`config.mk`:
```
export PLATFORM = sky130hd
export DESIGN_NAME = hmrc_cordic
export DESIGN_NICKNAME = d
export VERILOG_FILES = /design/src/hmrc_pkg.sv /design/src/hmrc_cordic.sv
export VERILOG_INCLUDE_DIRS = /design/src /design/src/src
export SDC_FILE = /design/constraint.sdc
export NUM_CORES = 2
export LEC_CHECK = 0
export BUFFER_PORTS_ARGS = -buffer_cell sky130_fd_sc_hd__buf_2
export CORE_MARGIN = 1.5
export CORE_UTILIZATION = 45
export CTS_BUF_LIST = sky130_fd_sc_hd__clkbuf_16
export CTS_CLUSTER_DIAMETER = 40
export DETAILED_ROUTE_END_ITERATION = 12
export GPL_TIMING_DRIVEN = 0
export PLACE_DENSITY_LB_ADDON = 0.1
export SLEW_MARGIN = 30
export SYNTH_ARGS = -nofsm -noshare
export SYNTH_HDL_FRONTEND = slang
export SYNTH_SLANG_ARGS = --single-unit
```
`constraint.sdc`:
```
create_clock -name clk -period 7.3 [get_ports clk]
set_input_delay 1.095 -clock clk [delete_from_list [all_inputs] [get_ports clk]]
set_output_delay 1.095 -clock clk [all_outputs]
set_load 0.05 [all_outputs]
```
`src/assert_macros.svh`:
```
// Assertion macros shared by the RTL modules
`ifndef ASSERT_MACROS_SVH
`define ASSERT_MACROS_SVH

// Property must hold at every clock edge out of reset
`define ASSERT_ALWAYS(lbl, clk, rst_n, prop) \
    lbl: assert property (@(posedge clk) disable iff (!rst_n) (prop)) \
        else $error("assertion failed");

// Condition must never be seen at a clock edge out of reset
`define ASSERT_NEVER(lbl, clk, rst_n, cond) \
    lbl: assert property (@(posedge clk) disable iff (!rst_n) !(cond)) \
        else $error("assertion failed");

`endif

```
`src/hmrc_pkg.sv`:
```
// Shared types, register codes and constants of the heading rotation controller
`default_nettype none

package hmrc_pkg;

    localparam int TABLE_LEN = 24;
    localparam int ANGLE_W   = 16;
    localparam int Z_W       = 26;
    localparam int CUR_W     = 16;
    localparam int GAIN_W    = 16;
    localparam int LIM_W     = 15;
    localparam int FORCE_W   = 32;
    localparam int CFG_IDX_W = 2;
    localparam int OUT_W     = 40;

    typedef logic [CFG_IDX_W-1:0] cfg_idx_t;

    localparam cfg_idx_t REG_RATIO_GAIN  = 2'd0;
    localparam cfg_idx_t REG_VEL_GAIN    = 2'd1;
    localparam cfg_idx_t REG_MAX_ROT_VEL = 2'd2;

    localparam logic [GAIN_W-1:0] RATIO_GAIN_RST  = 16'd256;
    localparam logic [GAIN_W-1:0] VEL_GAIN_RST    = 16'd256;
    localparam logic [LIM_W-1:0]  MAX_ROT_VEL_RST = 15'd16384;

    // half a turn at 2^24 units per turn
    localparam logic [Z_W-1:0] HALF_TURN = 26'd8388608;

    // atan(2^-i) at 2^24 units per turn, rounded
    localparam logic [23:0] ATAN_TABLE [TABLE_LEN] = '{
        24'd2097152, 24'd1238021, 24'd654136, 24'd332050,
        24'd166669,  24'd83416,   24'd41718,  24'd20860,
        24'd10430,   24'd5215,    24'd2608,   24'd1304,
        24'd652,     24'd326,     24'd163,    24'd81,
        24'd41,      24'd20,      24'd10,     24'd5,
        24'd3,       24'd1,       24'd1,      24'd0
    };

    typedef struct packed {
        logic                    ok;
        logic                    rev;
        logic signed [CUR_W-1:0] cur;
    } side_t;

endpackage

`default_nettype wire

```
`src/hmrc_cordic.sv`:
```
// Pipelined vectoring CORDIC giving the heading angle as a 16-bit binary angle
`default_nettype none

`include "assert_macros.svh"

module hmrc_cordic #(
    parameter int VEL_BITS     = 16,
    parameter int CORDIC_STEPS = 16
) (
    input  wire logic                                 clk,
    input  wire logic                                 rst_n,
    input  wire logic                                 en,
    input  wire logic                                 in_valid,
    input  wire logic signed [VEL_BITS-1:0]           vel_x,
    input  wire logic signed [VEL_BITS-1:0]           vel_y,
    input  wire hmrc_pkg::side_t                      in_side,
    output logic                                      out_valid,
    output logic signed [hmrc_pkg::ANGLE_W-1:0]       angle,
    output hmrc_pkg::side_t                           out_side
);

    localparam int STEPS = (CORDIC_STEPS < hmrc_pkg::TABLE_LEN) ?
                           CORDIC_STEPS : hmrc_pkg::TABLE_LEN;
    localparam int XW    = VEL_BITS + 3;
    localparam int ZW    = hmrc_pkg::Z_W;

    logic [STEPS:0]              valid_reg;
    logic signed [XW-1:0]        x_reg    [0:STEPS];
    logic signed [XW-1:0]        y_reg    [0:STEPS];
    logic signed [ZW-1:0]        z_reg    [0:STEPS];
    logic                        zero_reg [0:STEPS];
    hmrc_pkg::side_t             side_reg [0:STEPS];

    logic signed [XW-1:0]        x_ext;
    logic signed [XW-1:0]        y_ext;
    logic                        fold;
    logic signed [ZW-1:0]        z_round;

    assign x_ext = XW'(vel_x);
    assign y_ext = XW'(vel_y);
    assign fold  = vel_x[VEL_BITS-1];

    always_ff @(posedge clk or negedge rst_n)
    begin
        if (!rst_n)
        begin
            valid_reg <= '0;
        end
        else if (en)
        begin
            valid_reg <= {valid_reg[STEPS-1:0], in_valid};
        end
    end

    // fold the left half plane by half a turn
    always_ff @(posedge clk)
    begin
        if (en)
        begin
            x_reg[0]    <= fold ? -x_ext : x_ext;
            y_reg[0]    <= fold ? -y_ext : y_ext;
            z_reg[0]    <= fold ? $signed(hmrc_pkg::HALF_TURN) : '0;
            zero_reg[0] <= (vel_x == '0) && (vel_y == '0);
            side_reg[0] <= in_side;
        end
    end

    for (genvar i = 0; i < STEPS; i++)
    begin : g_step
        localparam logic signed [ZW-1:0] ATAN_I = ZW'(hmrc_pkg::ATAN_TABLE[i]);

        logic signed [XW-1:0] dx;
        logic signed [XW-1:0] dy;
        logic                 y_pos;

        assign dx    = y_reg[i] >>> i;
        assign dy    = x_reg[i] >>> i;
        assign y_pos = !y_reg[i][XW-1] && (y_reg[i] != '0);

        always_ff @(posedge clk)
        begin
            if (en)
            begin
                x_reg[i+1]    <= y_pos ? x_reg[i] + dx : x_reg[i] - dx;
                y_reg[i+1]    <= y_pos ? y_reg[i] - dy : y_reg[i] + dy;
                z_reg[i+1]    <= y_pos ? z_reg[i] + ATAN_I : z_reg[i] - ATAN_I;
                zero_reg[i+1] <= zero_reg[i];
                side_reg[i+1] <= side_reg[i];
            end
        end
    end

    // round to 65536 units per turn, wrap by truncation
    assign z_round   = z_reg[STEPS] + ZW'(128);
    assign angle     = zero_reg[STEPS] ? '0 : z_round[23:8];
    assign out_valid = valid_reg[STEPS];
    assign out_side  = side_reg[STEPS];

    `ASSERT_ALWAYS(a_cordic_x_nonneg, clk, rst_n,
        valid_reg[STEPS] && !zero_reg[STEPS] |-> !x_reg[STEPS][XW-1])
    `ASSERT_NEVER(a_cordic_zero_angle, clk, rst_n,
        valid_reg[STEPS] && zero_reg[STEPS] && (angle != '0))

endmodule

`default_nettype wire

```
==> metrics.md <==
| Metric | Value |
|---|---|
| Top_reg_cell synth | `edfxtp_1` |
| Max Fclk | `160 MHz` |
| Crit Path Max Fanout | `16` |
| R2R Setup Slk | `1.05 ns` |
| Max FFs per register | `323` |
| CTS Root Buffer Type | `clkbuf_16` |
| Pins Over Slew Limit | `0` |
| Slowest stage cell, crit path | `a311oi_1` |
| Final Hold Vio Count | `0` |
| Commonest non-fill, non-tap cells in the layout | `1220 x edfxtp_1, 872 x ha_1, 659 x xnor2_1` |
| Worst Setup Start Kind | `flop` |
| Nets | `9054` |
| RSZ-0062 raised after global routing | `false` |
| Crit end category | `flop` |
| Setup TNS | `0 ns` |
| GRT Util Overall | `19.7%` |
| Async SR Flop Fraction | `1.37%` |
| R2R Path End | `y_reg[0][75]` |
| Met3 usage | `3.06%` |
| Hold Buf Count CTS | `0` |
| Detail Placement HPWL | `145000 um` |
| Place WS | `1.12 ns` |
| Min cycle time layout | `6.25 ns` |
| Sequential cell area fraction in the yosys report | `44.7%` |
| H-tree depth | `4` |
| Post-CTS Setup Bufs | `0` |
| Share of the synthesized area in the top cell type | `44.2%` |
| CTS buffer count | `203` |
| Commonest non-fill, non-tap cell in the layout | `edfxtp_1` |
| Critical path type | `reg2reg` |
| DRC Markers | `0` |
| Initial antenna violation count | `0` |
| Die H | `432 um` |
| Worst path max stage delay | `0.60 ns` |
| Grt met1 use | `25.3%` |
| Vias | `58800` |
| Post-Route WL | `186000 um` |
| Io pins | `89` |
| Slew of the pin with the lowest slew margin | `1.10 ns` |
| Clock Sinks | `1237` |
| Die area | `187000 um^2` |
| Clock Path Buffers | `3` |
| Synth top area cells | `edfxtp_1 44%, ha_1 13%, xnor2_1 7.0%` |
| # fillers | `16400` |
| Number of synthesized flops with an enable pin | `1220` |
| Largest net degree at the start of global routing | `138` |
| Max transition margin | `26.4%` |
| Drt pass-1 iters | `6` |
| Antenna-violating nets left | `0` |
| Cell count after synthesis | `7750` |
| Routed len/inst | `17.4 um` |
| CP top delay family | `simple AND/OR/NAND/NOR gates` |
| Post-Syn Area | `82800 um^2` |
| WP data required | `7.84 ns` |
| Avg Inst Size Synth | `10.7 um^2` |
| GP Congestion | `0.877` |
| Worst reg2reg path depth | `17` |
| Cells resized by post-CTS repair | `0` |
| Seq cells post-synth | `1237` |
| GR Layer Usage met2 | `33.8%` |
| Row count | `157` |
| Run status | `finished, final reports clean` |
| Via density per instance | `5.48` |
| Max-cap viol count | `0` |
| Initial drt markers | `3361` |
| Crit path buf inv count | `1` |
| PnR worst setup slack | `1.05 ns` |
| CTS tree | `yes` |
| Distinct cell type count after synthesis | `94` |
| Initial Util | `45.2%` |
| Total grt overflow | `0` |
| Endpoints failing setup | `0` |
| Area Overhead vs Synth | `13.6%` |
| Grt peak-use layer | `met2` |
| First-pass GRT wire length | `299000 um` |
| Synth warnings | `0` |
| Critical Path AT | `6.79 ns` |
| Die X | `432 um` |
| Number of inserted diodes | `0` |
| Core Area | `183000 um^2` |
| Vias in the first global route | `57200` |
| Hold Path Class | `in2async` |
| Fin Clk Skew | `0.0511 ns` |
| Crit path cell chain | `or4_4, nor4_4, nand2_1, or3_1, or3_4, nand2_2, buf_4, mux2i_1, fa_1, a21oi_1, o21ba_2, nand3_1, a311oi_1, o21ai_0, a31o_2, a21oi_1, xor2_1` |
| Clk slew on worst S/H paths | `0.06 ns` |
| Final period util | `85.6%` |
| IO buf count | `88` |
| Reg-to-reg startpoint | `y_reg[0][44]` |
| Clk_lat worst skew | `0.84 ns` |
| Layout cells sized above 1 | `7.47%` |
| Post-synth top area cell | `edfxtp_1` |
| Critical path's most frequent cell | `a21oi_1` |
==> area by class of cell <==
cell class                      count  area (um^2)  area share (%)
Sequential cell                  1237        37100            39.4
Clock buffer                      203         5080            5.40
Buffer                             86          400           0.426
Clock inverter                    179         2090            2.22
Tap cell                         2464         3080            3.28
Inverter                          342         1280            1.36
Timing Repair Buffer              102          833           0.886
Multi-Input combinational cell   6114        44300            47.0
==> logic make-up (layout without fill, tap and decap cells) <==
kind of cell	Yosys count	count (layout)	share of synthesized area [%]
xor gates and xnor gates	987	987	10.5
buffers and inverters	428	912	2.01
AOI/OAI and AO/OA	1819	1819	14.1
muxes	63	63	0.800
DFF	1237	1237	44.7
other	1	30	0.00453
adders and majority gates	914	914	14.2
and+or+nand+nor	2301	2301	13.7
==> metal layers <==
layer  share of wire (%)  wire length [um]  vias to the layer above
met5                   0                 0                        -
met4                 2.9              5340                        0
met3                 3.8              7130                      279
met2                  48             90000                      965
met1                  45             83900                    27800
li1                    -                 -                    29700
==> metrics by stage <==
step / hold slack [ns] / instance area, um^2 / instances / utilization, %
finish: 0.163 / 94100 / 10700 / 51.4
global route: 0.128 / 94100 / 10700 / 51.4
CTS: 0.0839 / 94100 / 10700 / 51.4
detailed placement: 0.405 / 86900 / 10300 / 47.5
global placement: 0.400 / 86500 / 10300 / 47.2
floorplan: 0.400 / 83000 / 7779 / -
==> worst max path at each step <==
stage | start | to | slack (ns) | cells after the start
after floorplan | y_reg[0][80] | x_reg[0][107] | 2.59 | 18
after global placement | en | valid_reg[3] | -14.19 | 4
after detailed placement | y_reg[0][183] | z_reg[0][283] | 1.12 | 18
after CTS | y_reg[0][184] | z_reg[0][283] | 1.11 | 18
after global routing | y_reg[0][184] | z_reg[0][283] | 0.75 | 18
final | y_reg[0][44] | y_reg[0][75] | 1.05 | 17
==> synthesized netlist by cell type, drive strengths merged (80+ instances only) <==
library cell and n:
o21ai 350, a21oi 547, xnor2 660, nor2b 87, ha 872, and3 87
o31ai 85, inv 338, edfxtp 1220, nor3 337, nand2 436, nor4 87
or3 87, nor2 652, nand3 170, xor2 327, a21o 233, nand2b 80
==> worst reg2reg max path, stage by stage, from the launching register on <==
cell,delay (ns)
edfxtp_1,0.48
or4_4,0.57
nor4_4,0.28
nand2_1,0.13
or3_1,0.46
or3_4,0.45
nand2_2,0.16
buf_4,0.32
mux2i_1,0.19
fa_1,0.46
a21oi_1,0.30
o21ba_2,0.22
nand3_1,0.13
a311oi_1,0.60
o21ai_0,0.26
a31o_2,0.28
a21oi_1,0.17
xor2_1,0.51
Power is left out: the tool's default activity adds up to more than one toggle a clock period on the data nets, which glitch-free logic cannot reach.
