<file path="config.mk">
export PLATFORM = sky130hd
export DESIGN_NAME = hmrc_gain
export DESIGN_NICKNAME = d
export VERILOG_FILES = /design/src/hmrc_pkg.sv /design/src/hmrc_gain.sv
export VERILOG_INCLUDE_DIRS = /design/src /design/src/src
export SDC_FILE = /design/constraint.sdc
export NUM_CORES = 2
export LEC_CHECK = 0
export BUFFER_PORTS_ARGS = -buffer_cell sky130_fd_sc_hd__clkbuf_2
export CAP_MARGIN = 20
export CORE_MARGIN = 2
export CORE_UTILIZATION = 41
export CTS_CLUSTER_DIAMETER = 100
export CTS_CLUSTER_SIZE = 10
export DETAILED_ROUTE_END_ITERATION = 10
export PLACE_DENSITY = 0.55
export RECOVER_POWER = 100
export SLEW_MARGIN = 20
export SYNTH_ARGS = -nofsm -noshare
export SYNTH_HDL_FRONTEND = slang
export SYNTH_SLANG_ARGS = --single-unit
</file>
<file path="constraint.sdc">
create_clock -name clk -period 6.4 [get_ports clk]
set_input_delay 0.64 -clock clk [delete_from_list [all_inputs] [get_ports clk]]
set_output_delay 0.64 -clock clk [all_outputs]
set_load 0.05 [all_outputs]
</file>
<file path="src/assert_macros.svh">
// Assertion macros shared by the RTL modules
`ifndef ASSERT_MACROS_SVH
`define ASSERT_MACROS_SVH

// Property must hold at every clock edge out of reset
`define ASSERT_ALWAYS(lbl, clk, rst_n, prop) \
    lbl: assert property (@(posedge clk) disable iff (!rst_n) (prop)) \
        else $error("assertion failed");

// Condition must never be seen at a clock edge out of reset
`define ASSERT_NEVER(lbl, clk, rst_n, cond) \
    lbl: assert property (@(posedge clk) disable iff (!rst_n) !(cond)) \
        else $error("assertion failed");

`endif

</file>
<file path="src/hmrc_pkg.sv">
// Shared types, register codes and constants of the heading rotation controller
`default_nettype none

package hmrc_pkg;

    localparam int TABLE_LEN = 24;
    localparam int ANGLE_W   = 16;
    localparam int Z_W       = 26;
    localparam int CUR_W     = 16;
    localparam int GAIN_W    = 16;
    localparam int LIM_W     = 15;
    localparam int FORCE_W   = 32;
    localparam int CFG_IDX_W = 2;
    localparam int OUT_W     = 40;

    typedef logic [CFG_IDX_W-1:0] cfg_idx_t;

    localparam cfg_idx_t REG_RATIO_GAIN  = 2'd0;
    localparam cfg_idx_t REG_VEL_GAIN    = 2'd1;
    localparam cfg_idx_t REG_MAX_ROT_VEL = 2'd2;

    localparam logic [GAIN_W-1:0] RATIO_GAIN_RST  = 16'd256;
    localparam logic [GAIN_W-1:0] VEL_GAIN_RST    = 16'd256;
    localparam logic [LIM_W-1:0]  MAX_ROT_VEL_RST = 15'd16384;

    // half a turn at 2^24 units per turn
    localparam logic [Z_W-1:0] HALF_TURN = 26'd8388608;

    // atan(2^-i) at 2^24 units per turn, rounded
    localparam logic [23:0] ATAN_TABLE [TABLE_LEN] = '{
        24'd2097152, 24'd1238021, 24'd654136, 24'd332050,
        24'd166669,  24'd83416,   24'd41718,  24'd20860,
        24'd10430,   24'd5215,    24'd2608,   24'd1304,
        24'd652,     24'd326,     24'd163,    24'd81,
        24'd41,      24'd20,      24'd10,     24'd5,
        24'd3,       24'd1,       24'd1,      24'd0
    };

    typedef struct packed {
        logic                    ok;
        logic                    rev;
        logic signed [CUR_W-1:0] cur;
    } side_t;

endpackage

`default_nettype wire

</file>
<file path="src/hmrc_gain.sv">
// Gain, clamp, velocity loop and saturation stages after the heading angle
`default_nettype none

`include "assert_macros.svh"

module hmrc_gain (
    input  wire logic                                 clk,
    input  wire logic                                 rst_n,
    input  wire logic                                 en,
    input  wire logic                                 in_valid,
    input  wire logic signed [hmrc_pkg::ANGLE_W-1:0]  angle,
    input  wire hmrc_pkg::side_t                      in_side,
    input  wire logic [hmrc_pkg::GAIN_W-1:0]          ratio_gain,
    input  wire logic [hmrc_pkg::GAIN_W-1:0]          vel_gain,
    input  wire logic [hmrc_pkg::LIM_W-1:0]           max_rot_vel,
    output logic                                      out_valid,
    output logic signed [hmrc_pkg::FORCE_W-1:0]       force_res,
    output logic                                      ok
);

    localparam int P1_W  = hmrc_pkg::ANGLE_W + hmrc_pkg::GAIN_W + 1;
    localparam int ERR_W = hmrc_pkg::CUR_W + 2;
    localparam int P2_W  = ERR_W + hmrc_pkg::GAIN_W + 1;

    localparam logic signed [P2_W-1:0] F_MAX = P2_W'(64'sd2147483647);
    localparam logic signed [P2_W-1:0] F_MIN = -P2_W'(64'sd2147483648);

    logic [3:0]                       valid_reg;
    logic signed [P1_W-1:0]           prod1_reg;
    hmrc_pkg::side_t                  side_a_reg;
    logic signed [ERR_W-1:0]          err_reg;
    logic                             ok_b_reg;
    logic signed [P2_W-1:0]           prod2_reg;
    logic                             ok_c_reg;
    logic signed [hmrc_pkg::FORCE_W-1:0] force_reg;
    logic                             ok_d_reg;

    logic signed [hmrc_pkg::ANGLE_W-1:0] angle_dir;
    logic signed [P1_W-1:0]           prod1_next;
    logic signed [P1_W-1:0]           des_full;
    logic signed [P1_W-1:0]           lim_pos;
    logic signed [P1_W-1:0]           des_sel;
    logic signed [ERR_W-1:0]          err_next;
    logic signed [P2_W-1:0]           prod2_next;
    logic signed [P2_W-1:0]           f_full;
    logic signed [hmrc_pkg::FORCE_W-1:0] force_next;

    // half a turn back in reverse: flip the top bit of the binary angle
    assign angle_dir  = {angle[hmrc_pkg::ANGLE_W-1] ^ in_side.rev,
                         angle[hmrc_pkg::ANGLE_W-2:0]};
    assign prod1_next = P1_W'(angle_dir) * $signed({1'b0, ratio_gain});

    assign des_full = (prod1_reg + P1_W'(128)) >>> 8;
    assign lim_pos  = $signed(P1_W'(max_rot_vel));

    always_comb
    begin
        des_sel = des_full;
        if (des_full > lim_pos)
        begin
            des_sel = lim_pos;
        end
        if (des_full < -lim_pos)
        begin
            des_sel = -lim_pos;
        end
    end

    assign err_next   = ERR_W'(des_sel) - ERR_W'(side_a_reg.cur);
    assign prod2_next = P2_W'(err_reg) * $signed({1'b0, vel_gain});
    assign f_full     = (prod2_reg + P2_W'(128)) >>> 8;

    always_comb
    begin
        if (!ok_c_reg)
        begin
            force_next = '0;
        end
        else if (f_full > F_MAX)
        begin
            force_next = F_MAX[hmrc_pkg::FORCE_W-1:0];
        end
        else if (f_full < F_MIN)
        begin
            force_next = F_MIN[hmrc_pkg::FORCE_W-1:0];
        end
        else
        begin
            force_next = f_full[hmrc_pkg::FORCE_W-1:0];
        end
    end

    always_ff @(posedge clk or negedge rst_n)
    begin
        if (!rst_n)
        begin
            valid_reg <= '0;
        end
        else if (en)
        begin
            valid_reg <= {valid_reg[2:0], in_valid};
        end
    end

    always_ff @(posedge clk)
    begin
        if (en)
        begin
            prod1_reg  <= prod1_next;
            side_a_reg <= in_side;
            err_reg    <= err_next;
            ok_b_reg   <= side_a_reg.ok;
            prod2_reg  <= prod2_next;
            ok_c_reg   <= ok_b_reg;
            force_reg  <= force_next;
            ok_d_reg   <= ok_c_reg;
        end
    end

    assign out_valid = valid_reg[3];
    assign force_res = force_reg;
    assign ok        = ok_d_reg;

    `ASSERT_NEVER(a_gain_zero_when_bad, clk, rst_n,
        valid_reg[3] && !ok_d_reg && (force_reg != '0))
    `ASSERT_ALWAYS(a_gain_err_range, clk, rst_n,
        valid_reg[1] |-> (err_reg <= 18'sd65535) && (err_reg >= -18'sd65535))

endmodule

`default_nettype wire

</file>
==> results.md <==
• finished, violations left — status
• capacitance limit, slew limit — violations in the final reports
• buf_4 > buf_6 > and2_4 > fa_1 > inv_2 > fa_1 > fa_1 > inv_1 > ha_1 > inv_2 > fa_1 > fa_1 > inv_2 > ha_4 > a21o_1 > a21oi_4 > nand4_1 > nand3_2 > a311oi_4 > o21a_1 > o21a_1 > o41a_1 > a21oi_2 > xnor2_1 — cells traversed along the worst timing path
• 14.1% — register area share after synthesis
• 2813 — number of standard cells after synthesis
• clkbuf_16 — buffer type at the clock tree root
• 119 — # IOs
• 0.400% — mux share of post-synthesis cell area
• 3960 — placed cell count
• 2 — Max-Cap Viols
• 120 — number of enable flip-flop cells after synthesis
• -107% — worst-case headroom to the max-slew limit
• 17 — number of buffers created by CTS
• reg -> reg — kind of critical path
• 4.73% — Synth Area in Compound Gates
• 20.0% — total routing resource utilization after global routing
• 5 — maximum fanout along the worst path
• 19400 — vias
• 124 — post-synthesis register bit count
• 66100 µm² — Die Outline Area
• 6540 ps — data arrival time of the critical path
• adder cells — combinational family with the most area after synthesis
• 766 — Starting DRT DRC Count
• 92 — number of standard-cell rows in the floorplan
• 98.8% — crit share post-route
• fa_1 — top cell type by total area after synthesis
• 0 — number of endpoints with negative hold slack in the final report
• 1 — cell count of the worst hold path
• 6320 ps — Final Critical Period
• 257 µm — Die H
• 675 x inv_1, 475 x fa_1, 334 x nand2_1, 289 x buf_4, 252 x ha_1 — commonest cells after routing, fill and taps aside
• 6620 ps — required time of the critical path
• edfxtp_1 — Synth Flop Type
• 124 — count of clock tree sinks
• 15.7 µm — DR WL/cell
• fa_1 — Slowest-stage cell, CP
• 4.81 — detail-routed via count per cell
• 24 — Worst Reg2Reg Path Length in Cells
• 107000 µm — global-route wire length before repair
• adder cells — family of cells with the greatest summed delay on the critical path
• 4 — # H-tree levels
• 69 — pin count of the biggest net entering global routing
• fa_1 — most common cell type on the critical path
• 37.0% — share of the synthesized area in the top cell type
• 64 — number of distinct library cells after synthesis
• 0.862 — final estimated routing congestion in global placement
• 26300 µm² — post-synthesis cell area
• true — setup repair after global routing missed its margin
• in -> reg — worst hold path class
• 13.8 ps — final clock skew
• 2 — buffer depth of the longest clock path
• 5952 — number of filler instances in the final layout
• 0 — antenna violations before repair
• 6 — worst path bufs/invs
• 460 ps — clock latency on the worst-skew pair
• 70 ps — clock transition time at the flip-flop clock pins of the worst setup and hold paths
• 118 — count of port buffers added during placement
• 63100 µm — total wirelength of the detailed-routed design
• 0 — number of failing setup endpoints in the final timing report
• inv_1 — most frequent standard cell in the layout excluding fill and tap cells
• fa_1 37%, edfxtp_1 14%, ha_1 13% — dominant cells by area after synthesis
• 550 ps — critical path's largest stage delay
• 0 — Synthesis Warnings
• 0 — Post-DRT Antenna Nets
• 41.6% — Initial Util
• 6 — number of iterations in the first detailed-routing pass
• 24 — cell depth of the worst setup path
• 16.2% — fraction of layout cells with a size suffix above 1
• register — category of the worst setup path capture point
• 20100 µm² — total area of multi-input combinational cells
• register — kind of start point of the critical path
• 158 MHz — highest clock frequency the design can meet
• 4029 — count of non-filler cells in the finished layout
• 3648 — number of nets produced by synthesis
• 4005 — Layout Nets
• 49.6% — adder-cell area share of the yosys netlist
• 257 µm — horizontal extent of the die
• 3700 µm² — Sequential Area
• 0 — grt total ovfl
• 63200 µm² — Floorplan Core Area
• 3100 ps — actual slew at the worst max-slew pin
• 17.8% — area added between synthesis and finish
• 0 — DRC violations left
• 4.13% — parity-gate share of the synthesized area counting xor and xnor cells
• 0 — n_diodes
• 21400 — via count of the first global-routing pass
• yes — TritonCTS clock tree
• 9.34 µm² — average footprint of a synthesized cell
• 15.9% — simple logic cell fraction of the synthesized area
• 55100 µm — estimated wirelength of the detail-placed design
• 3.23% — share of synthesized registers carrying an async set or reset
• 127 — count of final max-slew check failures
[layout make-up]
type	instances	share of cell area, %
Inverter	687	8.33
Sequential cell	124	12.0
Clock buffer	18	1.39
Clock inverter	14	0.441
Multi-Input combinational cell	1911	64.8
Tap cell	846	3.42
Timing Repair Buffer	429	9.63
[worst register-to-register path, stage by stage, from the launching register on]
cell and delay, ps:
edfxtp_1 490, buf_4 180, buf_6 110, and2_4 150
fa_1 490, inv_2 40, fa_1 480, fa_1 550
inv_1 60, ha_1 280, inv_2 40, fa_1 490
fa_1 530, inv_2 50, ha_4 210, a21o_1 200
a21oi_4 120, nand4_1 200, nand3_2 180, a311oi_4 150
o21a_1 220, o21a_1 220, o41a_1 420, a21oi_2 160
xnor2_1 70
[cells by family (layout without fill, tap and decap cells)]
logic type	after synthesis	after routing
AND/OR/NAND/NOR	843	843
buffers and inverters	778	1148
adder cells (fa/ha/maj)	750	750
AO/OA/AOI/OAI	184	184
XOR/XNOR	124	124
flip-flops	124	124
multiplexers	10	10
[final timing paths]
path | end | slack, ps | startpoint
setup / recovery | prod2_reg[27]$_DFFE_PP_ | 80 | err_reg[8]$_DFFE_PP_
hold / removal | side_a_reg[9]$_DFFE_PP_ | 340 | in_side[9]
setup reg to reg | prod2_reg[27]$_DFFE_PP_ | 80 | err_reg[8]$_DFFE_PP_
hold reg to reg | ok_b_reg$_DFFE_PP_ | 440 | side_a_reg[17]$_DFFE_PP_
max in group asynchronous | valid_reg[3]$_DFFE_PN0P_ | 5680 | rst_n
min in group asynchronous | valid_reg[0]$_DFFE_PN0P_ | 540 | rst_n
[what timing repair did]
action | CTS | global route
gates resized for setup | 7 | 89
hold endpoints to repair | 4 | 0
setup buffers | 4 | 33
cloned | 0 | 0
hold buffers | 1 | 0
pin swaps | 5 | 75
endpoints found under the setup margin | 9 | 20
[cells in the mapped netlist, types with 5 or more instances]
master     number
a211oi_1        6
a21boi_0        6
a21o_1         19
a21oi_1        39
a2bb2oi_1       6
and2_1        262
and3_1         16
and4_1          5
buf_2           5
clkbuf_1       81
edfxtp_1      120
fa_1          485
ha_1          265
inv_1         687
mux2i_1         6
nand2_1       339
nand2b_1        7
nand3_1        38
nand4_1        15
nor2_1         85
nor2b_1        14
nor3_1         27
o211ai_1        6
o21a_1         22
o21ai_0        39
or2_2          10
or3_1           9
xnor2_1        95
xor2_1         29
[through the flow]
step | worst slack, ps | hold slack, ps | utilization, % | TNS, ps | area, µm²
after global placement | -434 | 404 | 47.2 | -4950 | 29800
after detailed placement | -539 | 426 | 47.2 | -7470 | 29800
after CTS | 5.18 | 313 | 48.2 | 0 | 30500
after global routing | -132 | 323 | 49.0 | -1110 | 30900
after floorplan | -21.9 | 344 | - | -21.9 | 26500
final | 78.8 | 344 | 49.0 | 0 | 30900
[layer usage]
metal | vias up | part of all wire, % | GRT usage [%]
met5 | - | 0 | 0
met4 | 0 | 2.7 | 6.59
met3 | 93 | 2.7 | 2.05
met2 | 318 | 53 | 37.4
met1 | 9730 | 41 | 23.9
li1 | 9231 | - | -
Power is left out: the tool's default activity adds up to more than one toggle a clock period on the data nets, which glitch-free logic cannot reach.
